## src/stt_pkg.sv

```systemverilog
// Shared types, token kinds and byte classes for the source text tokenizer.
// Used by every module of the block; depends on nothing.
package stt_pkg;

   localparam int OFFSET_BITS_DEFAULT = 16;
   localparam int LINE_BITS_DEFAULT   = 16;
   localparam int MAX_TOKENS          = 5;

   // Token kinds as they appear on the result word.
   localparam logic [4:0] K_IDENT  = 5'd0;
   localparam logic [4:0] K_NUMBER = 5'd1;
   localparam logic [4:0] K_LET    = 5'd2;
   localparam logic [4:0] K_OUTPUT = 5'd3;
   localparam logic [4:0] K_LPAREN = 5'd4;
   localparam logic [4:0] K_RPAREN = 5'd5;
   localparam logic [4:0] K_LBRACK = 5'd6;
   localparam logic [4:0] K_RBRACK = 5'd7;
   localparam logic [4:0] K_COMMA  = 5'd8;
   localparam logic [4:0] K_SEMI   = 5'd9;
   localparam logic [4:0] K_EQUAL  = 5'd10;
   localparam logic [4:0] K_PLUS   = 5'd11;
   localparam logic [4:0] K_MINUS  = 5'd12;
   localparam logic [4:0] K_STAR   = 5'd13;
   localparam logic [4:0] K_SLASH  = 5'd14;
   localparam logic [4:0] K_AT     = 5'd15;
   localparam logic [4:0] K_QUOTE  = 5'd16;
   localparam logic [4:0] K_END    = 5'd17;
   localparam logic [4:0] K_ERROR  = 5'd18;

   // Characters with a role of their own.
   localparam logic [7:0] CH_LF    = 8'h0A;
   localparam logic [7:0] CH_HASH  = 8'h23;
   localparam logic [7:0] CH_UNDER = 8'h5F;
   localparam logic [7:0] CH_DOT   = 8'h2E;
   localparam logic [7:0] CH_PLUS  = 8'h2B;
   localparam logic [7:0] CH_MINUS = 8'h2D;
   localparam logic [7:0] CH_E_UP  = 8'h45;
   localparam logic [7:0] CH_E_LO  = 8'h65;
   localparam logic [7:0] CH_L     = 8'h6C;
   localparam logic [7:0] CH_O     = 8'h6F;

   typedef struct packed {
      logic [7:0] src_byte;
      logic       has_byte;
      logic       end_of_source;
   } req_type;

   typedef struct packed {
      logic [4:0]  token_kind;
      logic [15:0] token_offset;
      logic [15:0] token_length;
      logic [15:0] line_number;
      logic        last_result;
   } rsp_type;

   typedef struct packed {
      logic [4:0]  kind;
      logic [15:0] offset;
      logic [15:0] length;
      logic [15:0] line;
   } token_type;

   // All tokens caused by one input word.
   typedef struct packed {
      logic [2:0]                      count;
      token_type [MAX_TOKENS-1:0]      toks;
   } bundle_type;

   typedef struct packed {
      logic full;
      logic empty;
   } q_status_type;

   function automatic logic is_digit(logic [7:0] c);
      return (c >= 8'h30) && (c <= 8'h39);
   endfunction

   function automatic logic is_alpha(logic [7:0] c);
      return ((c >= 8'h61) && (c <= 8'h7A)) || ((c >= 8'h41) && (c <= 8'h5A));
   endfunction

   function automatic logic is_word(logic [7:0] c);
      return is_alpha(c) || is_digit(c) || (c == CH_UNDER);
   endfunction

   function automatic logic is_space(logic [7:0] c);
      return (c == 8'h20) || ((c >= 8'h09) && (c <= 8'h0D));
   endfunction

   // Symbol kind of a byte, or K_ERROR when it is not a symbol.
   function automatic logic [4:0] sym_kind(logic [7:0] c);
      logic [4:0] k;
      unique case (c)
         8'h28:   k = K_LPAREN;
         8'h29:   k = K_RPAREN;
         8'h5B:   k = K_LBRACK;
         8'h5D:   k = K_RBRACK;
         8'h2C:   k = K_COMMA;
         8'h3B:   k = K_SEMI;
         8'h3D:   k = K_EQUAL;
         8'h2B:   k = K_PLUS;
         8'h2D:   k = K_MINUS;
         8'h2A:   k = K_STAR;
         8'h2F:   k = K_SLASH;
         8'h40:   k = K_AT;
         8'h27:   k = K_QUOTE;
         default: k = K_ERROR;
      endcase
      return k;
   endfunction

   function automatic logic [7:0] let_char(logic [2:0] i);
      logic [7:0] c;
      unique case (i)
         3'd0:    c = 8'h6C;
         3'd1:    c = 8'h65;
         3'd2:    c = 8'h74;
         default: c = 8'h00;
      endcase
      return c;
   endfunction

   function automatic logic [7:0] out_char(logic [2:0] i);
      logic [7:0] c;
      unique case (i)
         3'd0:    c = 8'h6F;
         3'd1:    c = 8'h75;
         3'd2:    c = 8'h74;
         3'd3:    c = 8'h70;
         3'd4:    c = 8'h75;
         3'd5:    c = 8'h74;
         default: c = 8'h00;
      endcase
      return c;
   endfunction

   // Appends one token to a bundle.
   function automatic bundle_type add_tok(bundle_type b, logic [4:0] k, logic [15:0] o,
                                          logic [15:0] l, logic [15:0] ln);
      bundle_type r;
      r = b;
      r.toks[r.count] = '{kind: k, offset: o, length: l, line: ln};
      r.count = r.count + 3'd1;
      return r;
   endfunction

endpackage

```

## src/source_text_tokenizer_top.sv

```systemverilog
// Top level of the source text tokenizer: scanner, bundle queue and serialiser.
// Depends on stt_pkg, stt_front, stt_queue and stt_back.

// The tokenizer takes one source byte per clock cycle while the bundle queue is
// not full and hands out tokens (kind, start offset, length, line) one word per
// cycle while results are popped. Each input word goes through the scanner and
// the tokens it causes (up to five) travel as a bundle through a two-entry queue;
// the serialiser then hands them out one token at a time. A byte that causes
// several tokens holds the serialiser until they are all out, which the queue
// absorbs unless such bytes come in a run. The first token of a byte is written
// into the queue at the edge that accepts the byte and then moves into the
// registered result word once that register is free.
module source_text_tokenizer_top #(
   parameter int OFFSET_BITS = stt_pkg::OFFSET_BITS_DEFAULT,
   parameter int LINE_BITS   = stt_pkg::LINE_BITS_DEFAULT
) (
   input  logic             clock,
   input  logic             reset,
   input  logic             req_push,
   output logic             req_full,
   input  stt_pkg::req_type req_data,
   output logic             rsp_empty,
   input  logic             rsp_pop,
   output stt_pkg::rsp_type rsp_data
);

   stt_pkg::q_status_type q_status;
   stt_pkg::bundle_type   push_bundle;
   stt_pkg::bundle_type   head_bundle;
   logic                  push;
   logic                  pop;

   assign req_full = q_status.full;

   stt_front #(.OFFSET_BITS(OFFSET_BITS), .LINE_BITS(LINE_BITS)) u_front (
      .clock       (clock),
      .reset       (reset),
      .req_push    (req_push),
      .req_data    (req_data),
      .q_status    (q_status),
      .bundle_push (push),
      .bundle_data (push_bundle)
   );

   stt_queue u_queue (
      .clock     (clock),
      .reset     (reset),
      .push      (push),
      .push_data (push_bundle),
      .pop       (pop),
      .head_data (head_bundle),
      .status    (q_status)
   );

   stt_back u_back (
      .clock     (clock),
      .reset     (reset),
      .head_data (head_bundle),
      .q_status  (q_status),
      .q_pop     (pop),
      .rsp_empty (rsp_empty),
      .rsp_pop   (rsp_pop),
      .rsp_data  (rsp_data)
   );

endmodule

```

## src/stt_front.sv

```systemverilog
// Front end of the tokenizer: scans one source byte per word and gathers every
// token that the byte causes into one bundle. Depends on stt_pkg.
module stt_front #(
   parameter int OFFSET_BITS = stt_pkg::OFFSET_BITS_DEFAULT,
   parameter int LINE_BITS   = stt_pkg::LINE_BITS_DEFAULT
) (
   input  logic                 clock,
   input  logic                 reset,
   input  logic                 req_push,
   input  stt_pkg::req_type     req_data,
   input  stt_pkg::q_status_type q_status,
   output logic                 bundle_push,
   output stt_pkg::bundle_type  bundle_data
);

   // Scanner modes.
   localparam logic [3:0] M_IDLE      = 4'd0;
   localparam logic [3:0] M_COMMENT   = 4'd1;
   localparam logic [3:0] M_ID        = 4'd2;
   localparam logic [3:0] M_KW_LET    = 4'd3;
   localparam logic [3:0] M_KW_OUT    = 4'd4;
   localparam logic [3:0] M_NUM       = 4'd5;
   localparam logic [3:0] M_EXP_MARK  = 4'd6;
   localparam logic [3:0] M_EXP_PLUS  = 4'd7;
   localparam logic [3:0] M_EXP_MINUS = 4'd8;
   localparam logic [3:0] M_EXP_DIG   = 4'd9;
   localparam logic [3:0] M_DOT       = 4'd10;
   localparam logic [3:0] M_ERR       = 4'd11;

   localparam logic [OFFSET_BITS-1:0] OFF_MAX = '1;
   localparam logic [LINE_BITS-1:0]   LINE_MAX = '1;

   logic [3:0]             mode_ff, mode_in;
   logic [OFFSET_BITS-1:0] pos_ff, pos_in;
   logic [LINE_BITS-1:0]   line_ff, line_in;
   logic [OFFSET_BITS-1:0] ts_ff, ts_in;
   logic [OFFSET_BITS-1:0] emo_ff, emo_in;
   logic [2:0]             kp_ff, kp_in;
   logic                   accept;

   function automatic logic [15:0] off16(logic [OFFSET_BITS-1:0] x);
      logic [31:0] w;
      w = 32'(x);
      return w[15:0];
   endfunction

   function automatic logic [15:0] line16(logic [LINE_BITS-1:0] x);
      logic [31:0] w;
      w = 32'(x);
      return w[15:0];
   endfunction

   // Length from one offset to another, zero if negative, saturating at 16 bits.
   function automatic logic [15:0] span16(logic [OFFSET_BITS-1:0] f,
                                          logic [OFFSET_BITS-1:0] t);
      logic [OFFSET_BITS-1:0] d;
      d = (t >= f) ? (t - f) : '0;
      return (32'(d) > 32'h0000_FFFF) ? 16'hFFFF : off16(d);
   endfunction

   function automatic logic [OFFSET_BITS-1:0] sat_inc(logic [OFFSET_BITS-1:0] x);
      return (x == OFF_MAX) ? x : x + 1'b1;
   endfunction

   assign accept = req_push && !q_status.full;

   // Scan of one word: the current mode first, then the idle pass where the
   // byte starts something new, then the closing of the source.
   always_comb begin
      logic [7:0]  c;
      logic        go_idle;
      logic [4:0]  wk;
      logic [4:0]  sk;
      logic        failed;
      stt_pkg::bundle_type b;

      c       = req_data.src_byte;
      go_idle = 1'b0;
      failed  = 1'b0;
      wk      = stt_pkg::K_IDENT;
      sk      = stt_pkg::sym_kind(c);
      b       = '0;
      mode_in = mode_ff;
      pos_in  = pos_ff;
      line_in = line_ff;
      ts_in   = ts_ff;
      emo_in  = emo_ff;
      kp_in   = kp_ff;

      if (req_data.has_byte) begin
         unique case (mode_ff)
            M_IDLE: begin
               go_idle = 1'b1;
            end
            M_COMMENT: begin
               if (c == stt_pkg::CH_LF) begin
                  mode_in = M_IDLE;
                  go_idle = 1'b1;
               end
            end
            M_ID, M_KW_LET, M_KW_OUT: begin
               if (!stt_pkg::is_word(c)) begin
                  if (mode_ff == M_KW_LET && kp_ff == 3'd3) wk = stt_pkg::K_LET;
                  if (mode_ff == M_KW_OUT && kp_ff == 3'd6) wk = stt_pkg::K_OUTPUT;
                  b = stt_pkg::add_tok(b, wk, off16(ts_ff), span16(ts_ff, pos_ff),
                                       line16(line_ff));
                  mode_in = M_IDLE;
                  go_idle = 1'b1;
               end else if (mode_ff == M_KW_LET) begin
                  if (kp_ff < 3'd3 && c == stt_pkg::let_char(kp_ff)) kp_in = kp_ff + 3'd1;
                  else mode_in = M_ID;
               end else if (mode_ff == M_KW_OUT) begin
                  if (kp_ff < 3'd6 && c == stt_pkg::out_char(kp_ff)) kp_in = kp_ff + 3'd1;
                  else mode_in = M_ID;
               end
            end
            M_NUM: begin
               if (stt_pkg::is_digit(c) || c == stt_pkg::CH_DOT) begin
                  mode_in = M_NUM;
               end else if (c == stt_pkg::CH_E_LO || c == stt_pkg::CH_E_UP) begin
                  emo_in  = pos_ff;
                  mode_in = M_EXP_MARK;
               end else begin
                  b = stt_pkg::add_tok(b, stt_pkg::K_NUMBER, off16(ts_ff),
                                       span16(ts_ff, pos_ff), line16(line_ff));
                  mode_in = M_IDLE;
                  go_idle = 1'b1;
               end
            end
            M_EXP_MARK, M_EXP_PLUS, M_EXP_MINUS: begin
               if (stt_pkg::is_digit(c)) begin
                  mode_in = M_EXP_DIG;
               end else if (mode_ff == M_EXP_MARK && c == stt_pkg::CH_PLUS) begin
                  mode_in = M_EXP_PLUS;
               end else if (mode_ff == M_EXP_MARK && c == stt_pkg::CH_MINUS) begin
                  mode_in = M_EXP_MINUS;
               end else if (mode_ff == M_EXP_MARK && stt_pkg::is_word(c)) begin
                  // The mark opens an identifier that goes on.
                  b = stt_pkg::add_tok(b, stt_pkg::K_NUMBER, off16(ts_ff),
                                       span16(ts_ff, emo_ff), line16(line_ff));
                  ts_in   = emo_ff;
                  kp_in   = 3'd0;
                  mode_in = M_ID;
               end else begin
                  // Unfinished exponent: number, mark and any sign come out apart.
                  b = stt_pkg::add_tok(b, stt_pkg::K_NUMBER, off16(ts_ff),
                                       span16(ts_ff, emo_ff), line16(line_ff));
                  b = stt_pkg::add_tok(b, stt_pkg::K_IDENT, off16(emo_ff), 16'd1,
                                       line16(line_ff));
                  if (mode_ff != M_EXP_MARK)
                     b = stt_pkg::add_tok(b, (mode_ff == M_EXP_PLUS) ? stt_pkg::K_PLUS
                                          : stt_pkg::K_MINUS, off16(sat_inc(emo_ff)),
                                          16'd1, line16(line_ff));
                  mode_in = M_IDLE;
                  go_idle = 1'b1;
               end
            end
            M_EXP_DIG: begin
               if (!stt_pkg::is_digit(c)) begin
                  b = stt_pkg::add_tok(b, stt_pkg::K_NUMBER, off16(ts_ff),
                                       span16(ts_ff, pos_ff), line16(line_ff));
                  mode_in = M_IDLE;
                  go_idle = 1'b1;
               end
            end
            M_DOT: begin
               if (stt_pkg::is_digit(c)) begin
                  mode_in = M_NUM;
               end else begin
                  b = stt_pkg::add_tok(b, stt_pkg::K_ERROR, off16(ts_ff), 16'd1,
                                       line16(line_ff));
                  mode_in = M_ERR;
               end
            end
            default: begin
               mode_in = M_ERR;
            end
         endcase

         // Idle pass: the byte starts something new.
         if (go_idle) begin
            if (c == stt_pkg::CH_LF) begin
               if (line_ff != LINE_MAX) line_in = line_ff + 1'b1;
            end else if (stt_pkg::is_space(c)) begin
               mode_in = M_IDLE;
            end else if (c == stt_pkg::CH_HASH) begin
               mode_in = M_COMMENT;
            end else if (stt_pkg::is_alpha(c) || c == stt_pkg::CH_UNDER) begin
               ts_in   = pos_ff;
               kp_in   = 3'd1;
               mode_in = (c == stt_pkg::CH_L) ? M_KW_LET
                         : ((c == stt_pkg::CH_O) ? M_KW_OUT : M_ID);
            end else if (stt_pkg::is_digit(c)) begin
               ts_in   = pos_ff;
               mode_in = M_NUM;
            end else if (c == stt_pkg::CH_DOT) begin
               ts_in   = pos_ff;
               mode_in = M_DOT;
            end else if (sk != stt_pkg::K_ERROR) begin
               b = stt_pkg::add_tok(b, sk, off16(pos_ff), 16'd1, line16(line_ff));
            end else begin
               b = stt_pkg::add_tok(b, stt_pkg::K_ERROR, off16(pos_ff), 16'd1,
                                    line16(line_ff));
               mode_in = M_ERR;
            end
         end
         pos_in = sat_inc(pos_ff);
      end

      // Closing of the source: flush the pending token, then the end token unless the scan failed.
      if (req_data.end_of_source) begin
         wk = stt_pkg::K_IDENT;
         if (mode_in == M_KW_LET && kp_in == 3'd3) wk = stt_pkg::K_LET;
         if (mode_in == M_KW_OUT && kp_in == 3'd6) wk = stt_pkg::K_OUTPUT;
         case (mode_in)
            M_ID, M_KW_LET, M_KW_OUT: begin
               b = stt_pkg::add_tok(b, wk, off16(ts_in), span16(ts_in, pos_in),
                                    line16(line_in));
            end
            M_NUM, M_EXP_DIG: begin
               b = stt_pkg::add_tok(b, stt_pkg::K_NUMBER, off16(ts_in),
                                    span16(ts_in, pos_in), line16(line_in));
            end
            M_EXP_MARK, M_EXP_PLUS, M_EXP_MINUS: begin
               b = stt_pkg::add_tok(b, stt_pkg::K_NUMBER, off16(ts_in),
                                    span16(ts_in, emo_in), line16(line_in));
               b = stt_pkg::add_tok(b, stt_pkg::K_IDENT, off16(emo_in), 16'd1,
                                    line16(line_in));
               if (mode_in != M_EXP_MARK)
                  b = stt_pkg::add_tok(b, (mode_in == M_EXP_PLUS) ? stt_pkg::K_PLUS
                                       : stt_pkg::K_MINUS, off16(sat_inc(emo_in)),
                                       16'd1, line16(line_in));
            end
            M_DOT: begin
               b = stt_pkg::add_tok(b, stt_pkg::K_ERROR, off16(ts_in), 16'd1,
                                    line16(line_in));
               failed = 1'b1;
            end
            M_ERR: begin
               failed = 1'b1;
            end
            default: begin
               failed = 1'b0;
            end
         endcase
         if (!failed)
            b = stt_pkg::add_tok(b, stt_pkg::K_END, off16(pos_in), 16'd0, line16(line_in));
         mode_in = M_IDLE;
         pos_in  = '0;
         line_in = LINE_BITS'(1);
         ts_in   = '0;
         emo_in  = '0;
         kp_in   = 3'd0;
      end

      bundle_data = b;
   end

   assign bundle_push = accept && (bundle_data.count != 3'd0);

   // Scanner state advances on every accepted word.
   always_ff @(posedge clock) begin
      if (reset) begin
         mode_ff <= M_IDLE;
         pos_ff  <= '0;
         line_ff <= LINE_BITS'(1);
         ts_ff   <= '0;
         emo_ff  <= '0;
         kp_ff   <= 3'd0;
      end else if (accept) begin
         mode_ff <= mode_in;
         pos_ff  <= pos_in;
         line_ff <= line_in;
         ts_ff   <= ts_in;
         emo_ff  <= emo_in;
         kp_ff   <= kp_in;
      end
   end

endmodule

```

## src/stt_queue.sv

```systemverilog
// Two-entry queue of token bundles between the scanner and the serialiser.
// Depends on stt_pkg.
module stt_queue (
   input  logic                  clock,
   input  logic                  reset,
   input  logic                  push,
   input  stt_pkg::bundle_type   push_data,
   input  logic                  pop,
   output stt_pkg::bundle_type   head_data,
   output stt_pkg::q_status_type status
);

   stt_pkg::bundle_type mem_ff [2];
   logic       wr_ff, wr_in;
   logic       rd_ff, rd_in;
   logic [1:0] cnt_ff, cnt_in;

   assign head_data    = mem_ff[rd_ff];
   assign status.full  = (cnt_ff == 2'd2);
   assign status.empty = (cnt_ff == 2'd0);

   // Pointer and fill level update.
   always_comb begin
      wr_in  = push ? ~wr_ff : wr_ff;
      rd_in  = pop ? ~rd_ff : rd_ff;
      cnt_in = cnt_ff + {1'b0, push} - {1'b0, pop};
   end

   always_ff @(posedge clock) begin
      if (reset) begin
         wr_ff  <= 1'b0;
         rd_ff  <= 1'b0;
         cnt_ff <= 2'd0;
      end else begin
         wr_ff  <= wr_in;
         rd_ff  <= rd_in;
         cnt_ff <= cnt_in;
      end
   end

   // Storage needs no reset.
   always_ff @(posedge clock) begin
      if (push) mem_ff[wr_ff] <= push_data;
   end

   a_no_push_full: assert property (@(posedge clock) disable iff (reset)
      push |-> !status.full) else $error("bundle pushed into a full queue");
   a_no_pop_empty: assert property (@(posedge clock) disable iff (reset)
      pop |-> !status.empty) else $error("bundle popped from an empty queue");
   a_level: assert property (@(posedge clock) disable iff (reset)
      cnt_ff <= 2'd2) else $error("queue level out of range");
   a_bundle_size: assert property (@(posedge clock) disable iff (reset)
      push |-> (push_data.count != 3'd0) && (push_data.count <= 3'd5))
      else $error("bundle with a bad token count");

endmodule

```

## src/stt_back.sv

```systemverilog
// Back end of the tokenizer: walks the head bundle one token a cycle into the
// registered result word whenever that register is free. Depends on stt_pkg.
module stt_back (
   input  logic                  clock,
   input  logic                  reset,
   input  stt_pkg::bundle_type   head_data,
   input  stt_pkg::q_status_type q_status,
   output logic                  q_pop,
   output logic                  rsp_empty,
   input  logic                  rsp_pop,
   output stt_pkg::rsp_type      rsp_data
);

   logic             valid_ff, valid_in;
   logic [2:0]       idx_ff, idx_in;
   stt_pkg::rsp_type rsp_ff, rsp_in;
   stt_pkg::token_type tok;
   logic             load;
   logic             last;

   assign tok  = head_data.toks[idx_ff];
   assign last = (idx_ff == head_data.count - 3'd1);
   assign load = !valid_ff || rsp_pop;

   // Next token into the result register whenever it is free.
   always_comb begin
      valid_in = valid_ff;
      idx_in   = idx_ff;
      rsp_in   = rsp_ff;
      q_pop    = 1'b0;
      if (load) begin
         valid_in = !q_status.empty;
         if (!q_status.empty) begin
            rsp_in = '{token_kind: tok.kind, token_offset: tok.offset,
                       token_length: tok.length, line_number: tok.line,
                       last_result: last};
            if (last) begin
               q_pop  = 1'b1;
               idx_in = 3'd0;
            end else begin
               idx_in = idx_ff + 3'd1;
            end
         end
      end
   end

   always_ff @(posedge clock) begin
      if (reset) begin
         valid_ff <= 1'b0;
         idx_ff   <= 3'd0;
      end else begin
         valid_ff <= valid_in;
         idx_ff   <= idx_in;
      end
   end

   always_ff @(posedge clock) begin
      rsp_ff <= rsp_in;
   end

   assign rsp_empty = !valid_ff;
   assign rsp_data  = rsp_ff;

endmodule
```

## config.mk

```make
export PLATFORM = sky130hd
export DESIGN_NAME = source_text_tokenizer_top
export DESIGN_NICKNAME = d
export VERILOG_FILES = /design/src/stt_pkg.sv /design/src/source_text_tokenizer_top.sv /design/src/stt_front.sv /design/src/stt_queue.sv /design/src/stt_back.sv
export SDC_FILE = /design/constraint.sdc
export NUM_CORES = 2
export LEC_CHECK = 0
export BUFFER_PORTS_ARGS = -buffer_cell sky130_fd_sc_hd__buf_2
export CAP_MARGIN = 20
export CORE_AREA = 2 2 393 395
export DETAILED_ROUTE_END_ITERATION = 12
export DIE_AREA = 0 0 395 397
export PLACE_DENSITY = 0.45
export SYNTH_ARGS = -nofsm -noshare
export SYNTH_HDL_FRONTEND = slang
export SYNTH_HIERARCHICAL = 1
export SYNTH_SLANG_ARGS = --single-unit
```

## constraint.sdc

```tcl
create_clock -name clock -period 23.1 [get_ports clock]
set_clock_uncertainty 0.1 [all_clocks]
set_input_delay 6.93 -clock clock [delete_from_list [all_inputs] [get_ports clock]]
set_output_delay 6.93 -clock clock [all_outputs]
set_load 0.1 [all_outputs]
```

======== Word level (Yosys, flattened, before mapping) ========
Memory sizes are Yosys's and may differ from the RTL's. A register that Yosys moved wholly into a read port is not among the register bits.
Index checks and enable logic that the tools add are counted.
word-level totals
  input bits .............................. 14
  ROM bits ................................ 0
  word-level logic and storage cells ...... 332
  register bits after elaboration ......... 133
  latch bits .............................. 0
  bits in writable memories ............... 536
  memories kept ........................... 1
memories
  name            depth  bits a word  read ports  clocked after memory_dff  write ports  RTL line         RTL
  u_queue.mem_ff  2      268          1           1                         1            stt_queue.sv:13  stt_pkg::bundle_type mem_ff [2];
cells by class
  equality and inequality tests ........... 61
  multipliers ............................. 0
  multiplexer cells ....................... 164
  order comparisons ....................... 25
  bitwise gates (word level) .............. 3
  add/subtract/negate cells ............... 18
  shift operators ......................... 0
  reductions and logical operators ........ 44
  div/mod/pow operators ................... 0
operators with widths
  cell                                                  count
  2-to-1 mux 268 bit                                    18
  bitwise mux 265 bit                                   9
  case mux 268 bit (5 select lines)                     1
  2-to-1 mux 266 bit                                    5
  case mux 268 bit (4 select lines)                     1
  demux 53 bit (select 3 bit)                           5
  2-to-1 mux 16 bit                                     33
  2-to-1 mux 53 bit                                     6
  2-to-1 mux 265 bit                                    1
  binary-select mux 53 bit (select 3 bit)               1
  equality test 8 x 6 -> 1 bit (second input constant)  13
  2-to-1 mux 4 bit                                      23
  2-to-1 mux 8 bit                                      9
  case mux 5 bit (13 select lines)                      1
  adder 16 x 1 -> 16 bit (second input constant)        4
  equality test 8 x 7 -> 1 bit (second input constant)  8
  >= comparator 16 bit                                  4
  subtractor 16 bit                                     4
  2-to-1 mux 3 bit                                      21
  equality test 16 bit (second input constant)          3
  equality test 4 x 3 -> 1 bit (second input constant)  8
  equality test 4 bit (second input constant)           7
  case mux 4 bit (7 select lines)                       1
  case mux 7 bit (4 select lines)                       1
  43 further kinds                                      128

======== Longest topological paths before layout ========
  depth after elaboration ................. 47
  mapped depth ............................ 30

======== Hierarchy ========
Netlist, hierarchy kept.
by module, submodules not included
  module     area an instance (sq um)  seq. area each (sq um)  cells each  times used
  stt_queue  20,397.1                  16,195.5                855         1
  stt_front  15,109.5                  1,421.4                 2,379       1
  stt_back   3,917.5                   1,701.6                 318         1

======== Worst setup path after synthesis ========
OpenSTA, ideal clock, no wires.
  kind .................................... in2reg
  from .................................... in req_data[6] (netlist name)
  to ...................................... mem u_queue/mem_ff[0][0] (netlist name), enable pin
  path buffers ............................ 6
  setup time .............................. 0.934 ns
  arrival ................................. 23.832 ns
  slack ................................... -1.766 ns
  data required time ...................... 22.066 ns
  cell stages on the path ................. 26
  cells stage by stage .................... buf_2 -> or4b_1 -> buf_2 -> or3_1 -> buf_2 -> a31oi_1 -> o211a_1 -> clkbuf_1 -> a21oi_1 -> ha_1 -> nand2_1 -> mux2_2 -> buf_2 -> inv_2 -> ha_1 -> clkbuf_1 -> o2111ai_1 -> a21oi_1 -> or4_4 -> inv_4 -> ha_1 -> o21ai_0 -> xnor2_1 -> and4_1 -> nor3_1 -> nor2b_1
between the ends
  cells in the longest elaborated chain, start to end .. 34
ends and longest elaborated chain
  item                                                                                            RTL line                         RTL
  start: declaration                                                                              source_text_tokenizer_top.sv:21  input stt_pkg::req_type req_data,
  >= comparator 8 x 7 -> 1 bit / less-or-equal comparator 8 x 7 -> 1 bit (equally long branches)  stt_pkg.sv:79                    return ((c >= 8'h61) && (c <= 8'h7A)) || ((c >= 8'h41) && (c <= 8'h5A));
  logical AND 1 bit                                                                               stt_pkg.sv:79
  logical OR 1 bit                                                                                stt_pkg.sv:79
  logical OR 1 bit (2 in a row)                                                                   stt_pkg.sv:83                    return is_alpha(c) || is_digit(c) || (c == CH_UNDER);
  logical AND 1 bit                                                                               stt_front.sv:137                 end else if (mode_ff == M_EXP_MARK && stt_pkg::is_word(c)) begin
  2-to-1 mux 268 bit                                                                              stt_front.sv:137
  2-to-1 mux 268 bit                                                                              stt_front.sv:135                 end else if (mode_ff == M_EXP_MARK && c == stt_pkg::CH_MINUS) begin
  2-to-1 mux 268 bit                                                                              stt_front.sv:133                 end else if (mode_ff == M_EXP_MARK && c == stt_pkg::CH_PLUS) begin
  [18 not listed]                                                                                 --
  adder 3 x 1 -> 3 bit                                                                            stt_pkg.sv:143                   r.count = r.count + 3'd1;
  2-to-1 mux 268 bit                                                                              stt_front.sv:246                 if (!failed)
  2-to-1 mux 268 bit (*)                                                                          stt_front.sv:211                 if (req_data.end_of_source) begin
  nonzero test 3 bit (*)                                                                          stt_front.sv:259                 assign bundle_push = accept && (bundle_data.count != 3'd0);
  logical AND 1 bit (*)                                                                           stt_front.sv:259
  net push                                                                                        source_text_tokenizer_top.sv:30  logic push;
  2-to-1 mux 1 bit (*)                                                                            stt_queue.sv:43                  if (push) mem_ff[wr_ff] <= push_data;
  2-to-1 mux 1 bit (not written as such) (*)                                                      stt_queue.sv:43
  end: declaration                                                                                stt_queue.sv:13
Mark *: on every way through the listed nets, which the timed path passes. The rest lies on a longest branch. The select of a mux whose other input is x is not followed.

======== Worst setup path after layout ========
  from .................................... in req_data[7] (netlist name)
  to ...................................... mem u_queue/mem_ff[0][81] (netlist name), enable pin
The elaborated chain is that of the path after synthesis.

==> results by group <==
STA
  • Min cycle time layout: 15,130 ps
  • Slew headroom: 17.8%
  • Final setup fails: 0
  • Slew Limit Fails: 0
  • Worst-margin pin slew: 1220 ps
  • Final worst slack: 7970 ps
  • RSZ-0062 raised after global routing: false
  • Setup TNS: 0 ps
  • Final period utilization: 65.5%
  • Max Clk Rate: 66.1 MHz
  • Final Hold Viols: 0

Clock network
  • CTS sink cnt: 670
  • CTS clock-pin slew for the worst setup and hold paths: 60 ps
  • Clock root buffer: clkbuf_16
  • Worst skew pair latency: 670 ps
  • Num CTS Buffers: 75
  • H-tree depth: 3
  • CTS max path bufs: 3
  • Hold Buf Count CTS: 0
  • Post_cts resized: 0
  • CTS tree: yes
  • Postcts setup bufs: 0

Pwr
  • P_int: 2.94 mW
  • Overall power: 4.76 mW
  • Worst IR drop on VDD: 0.000102 V
  • Power share of the sequential group: 36.6%
  • Leakage: 15.0 nW
  • Power per cell area: 108 nW/µm²
  • Sw Pwr: 1.83 mW
  • Clock power frac: 25.1%
  • Comb power frac: 38.3%
  • Net Sw Frac: 38.4%

Global routing
  • GRT Total Usage: 17.0%
  • Vias in the first global route: 28,100
  • Grt ovf: 0
  • Initial antenna violation count: 2
  • Pin count of the biggest net entering global routing: 166
  • First-pass GRT wire length: 200,000 µm

Floorplan
  • Die height: 397 µm
  • Core ar.: 153,000 µm²
  • Die area: 157,000 µm²
  • I/O pin count: 70
  • Initial Util: 25.8%
  • Num rows: 144
  • Die Wd: 395 µm

Routing
  • Routed length per instance: 24.2 µm
  • Vias per std cell: 5.12
  • DR vias: 28,900
  • Iter 0 DRT Violations: 2,690
  • Final wirelength: 136,000 µm
  • Routed Antenna Nets: 0
  • Post-detailed-route DRC marker count: 0
  • 1st-pass router iterations: 8

Critical path
  • Slowest-stage cell, CP: buf_4
  • Worst Path Class, Setup: input port to register
  • Worst EP required: 23,270 ps
  • CP top delay family: simple AND/OR/NAND/NOR gates
  • Crit Path Max Fanout: 165
  • CP arrival: 15,300 ps
  • CP endpoint kind: register
  • Startpoint Class: input port
  • Crit path cell chain: buf_2, or4b_1, or3_1, a31oi_1, o211a_1, a21oi_1, ha_1, nand2_1, mux2_2, inv_2, ha_1, inv_1, xnor3_1, a21oi_4, a22o_4, nor2_1, xnor2_1, and4_1, nor3_1, nor2b_4, buf_12, buf_4
  • Critical path's most frequent cell: ha_1
  • Crit-path max cell delay: 790 ps
  • WP buf/inv: 5

Placed design
  • Inst Count DP: 5,500
  • Port buffer count: 69
  • Placed wire-length estimate: 94,600 µm
  • Routability Congestion: 0.955
  • Placement Setup Slack: 7410 ps
  • Post-DP Area: 41,700 µm²

Finish
  • Final std cell area, no fill: 44,100 µm²
  • Fillers: 15,800
  • Commonest non-fill, non-tap cell in the layout: edfxtp_1
  • Layout Cells excl Fill: 5,641
  • Most frequent cells in the layout: edfxtp_1 (590), nand2_1 (342), nor2_1 (277), a21oi_1 (217), mux2_4 (201)
  • Share of cells above drive strength 1: 18.7%
  • Final layout net count: 3,636
  • Area Growth Syn to Fin: 11.9%

Logic synthesis
  • Mapped Avg Cell Area: 11.1 µm²
  • Most used flip-flop cell after synthesis: edfxtp_1
  • Synth cell types: 108
  • Sequential-to-total area share from yosys stat: 49.0%
  • Ys async rst share: 0%
  • YS warnings: 6
  • EDFF count, synth: 590
  • Cell area after synthesis: 39,400 µm²
  • Post-Synthesis Cells: 3,552
  • Synthesized flop and latch total: 670

Worst hold path
  • Hold Crit Class: register to register

Status
  • Outcome: complete, no violations

Job
  • Max-cap violation count: 0
## kinds of logic after synthesis
logic type / share of synthesized area (%)
xor+xnor: 2.42
simple gates: 12.0
flops: 49.0
mux: 13.5
fa+ha+maj: 2.93
buf+inv: 5.26
compound gates: 14.9
other cells: 0.00951
## stage by stage
stage	hold slack (ps)	utilization (%)
finish	415	28.9
global route	435	28.8
CTS	417	28.8
detailed placement	404	27.3
global placement	390	27.3
floorplan	368	-
## tightest hold or removal path, delay by kind of cell, from the launching register on
family        cells  cell delay (ps)
xor+xnor          1               80
flops             1              320
simple gates      1               70
## registers in the layout, indices dropped and copies added, names as in the netlist, named ones only
name             count
u_back/idx_ff        3
u_queue/rd_ff        1
u_queue/cnt_ff       2
u_queue/wr_ff        1
u_front/line_ff     16
u_front/ts_ff       16
u_front/pos_ff      16
u_front/kp_ff        3
u_front/emo_ff      16
u_queue/mem_ff     536
u_front/mode_ff      4
u_back/rsp_data     54
u_back/valid_ff      1
## area by class of cell
class	instances	area (µm²)	area share, %
flip-flops and latches	670	19300	43.8
multi-input cells	2487	18200	41.3
well taps	2044	2560	5.80
clock buffers	95	1990	4.52
repair buffers	157	1050	2.37
inverters	142	537	1.22
clock inverters	44	448	1.01
diodes	2	5.00	0.0113
## per-layer routing
layer	vias to the layer above	wire length, µm	track usage (%)
met5	-	0	0
met4	0	4740	5.93
met3	200	8030	2.38
met2	1003	61600	26.8
met1	14400	62100	23.8
li1	13300	-	-
## synthesized netlist by cell type, drive strengths merged (10+ instances only)
cell type | n | area share (%)
edfxtp | 590 | 45
nand2 | 342 | 3.3
nor2 | 283 | 2.7
mux2 | 282 | 10
o21ai | 229 | 2.9
a21oi | 218 | 2.8
clkbuf | 153 | 1.5
inv | 141 | 1.3
buf | 133 | 2.4
nand3 | 93 | 1.2
ha | 85 | 2.7
o22ai | 85 | 1.3
dfxtp | 80 | 4.1
a22oi | 68 | 1.3
nor3 | 62 | 0.81
xnor2 | 61 | 1.4
mux4 | 53 | 3.0
nand4 | 39 | 0.62
xor2 | 37 | 0.84
a21o | 30 | 0.57
nand2b | 30 | 0.48
a211oi | 26 | 0.50
nor2b | 25 | 0.40
and3 | 24 | 0.38
o31ai | 24 | 0.46
o21a | 22 | 0.42
a31oi | 21 | 0.33
mux2i | 20 | 0.51
or3 | 19 | 0.30
a221oi | 18 | 0.56
nor4 | 18 | 0.45
and2 | 17 | 0.27
o221ai | 17 | 0.38
o211ai | 15 | 0.30
o21bai | 13 | 0.25
a21boi | 10 | 0.19
## path summary, 6_finish.rpt
| check | from | endpoint | slack (ps) | depth (start not counted) |
|---|---|---|---|---|
| setup / recovery | req_data[7] | u_queue/mem_ff[0][81] | 7970 | 22 |
| hold / removal | u_queue/rd_ff | register | 420 | 2 |
| hold reg to reg | u_queue/rd_ff | register | 420 | 2 |
| setup reg to reg | u_front/mode_ff[1] | u_queue/mem_ff[0][81] | 14060 | 21 |
## power groups by stage
stage	sequential [mW]	clock [mW]	combinational (mW)
after floorplan	2.14	0	1.03
after global placement	1.77	0	1.84
after detailed placement	1.77	0	1.83
after CTS	1.75	1.23	1.84
after global routing	1.77	1.28	1.93
final	1.74	1.19	1.82
Note: power is estimated with default switching activity, not from simulation.
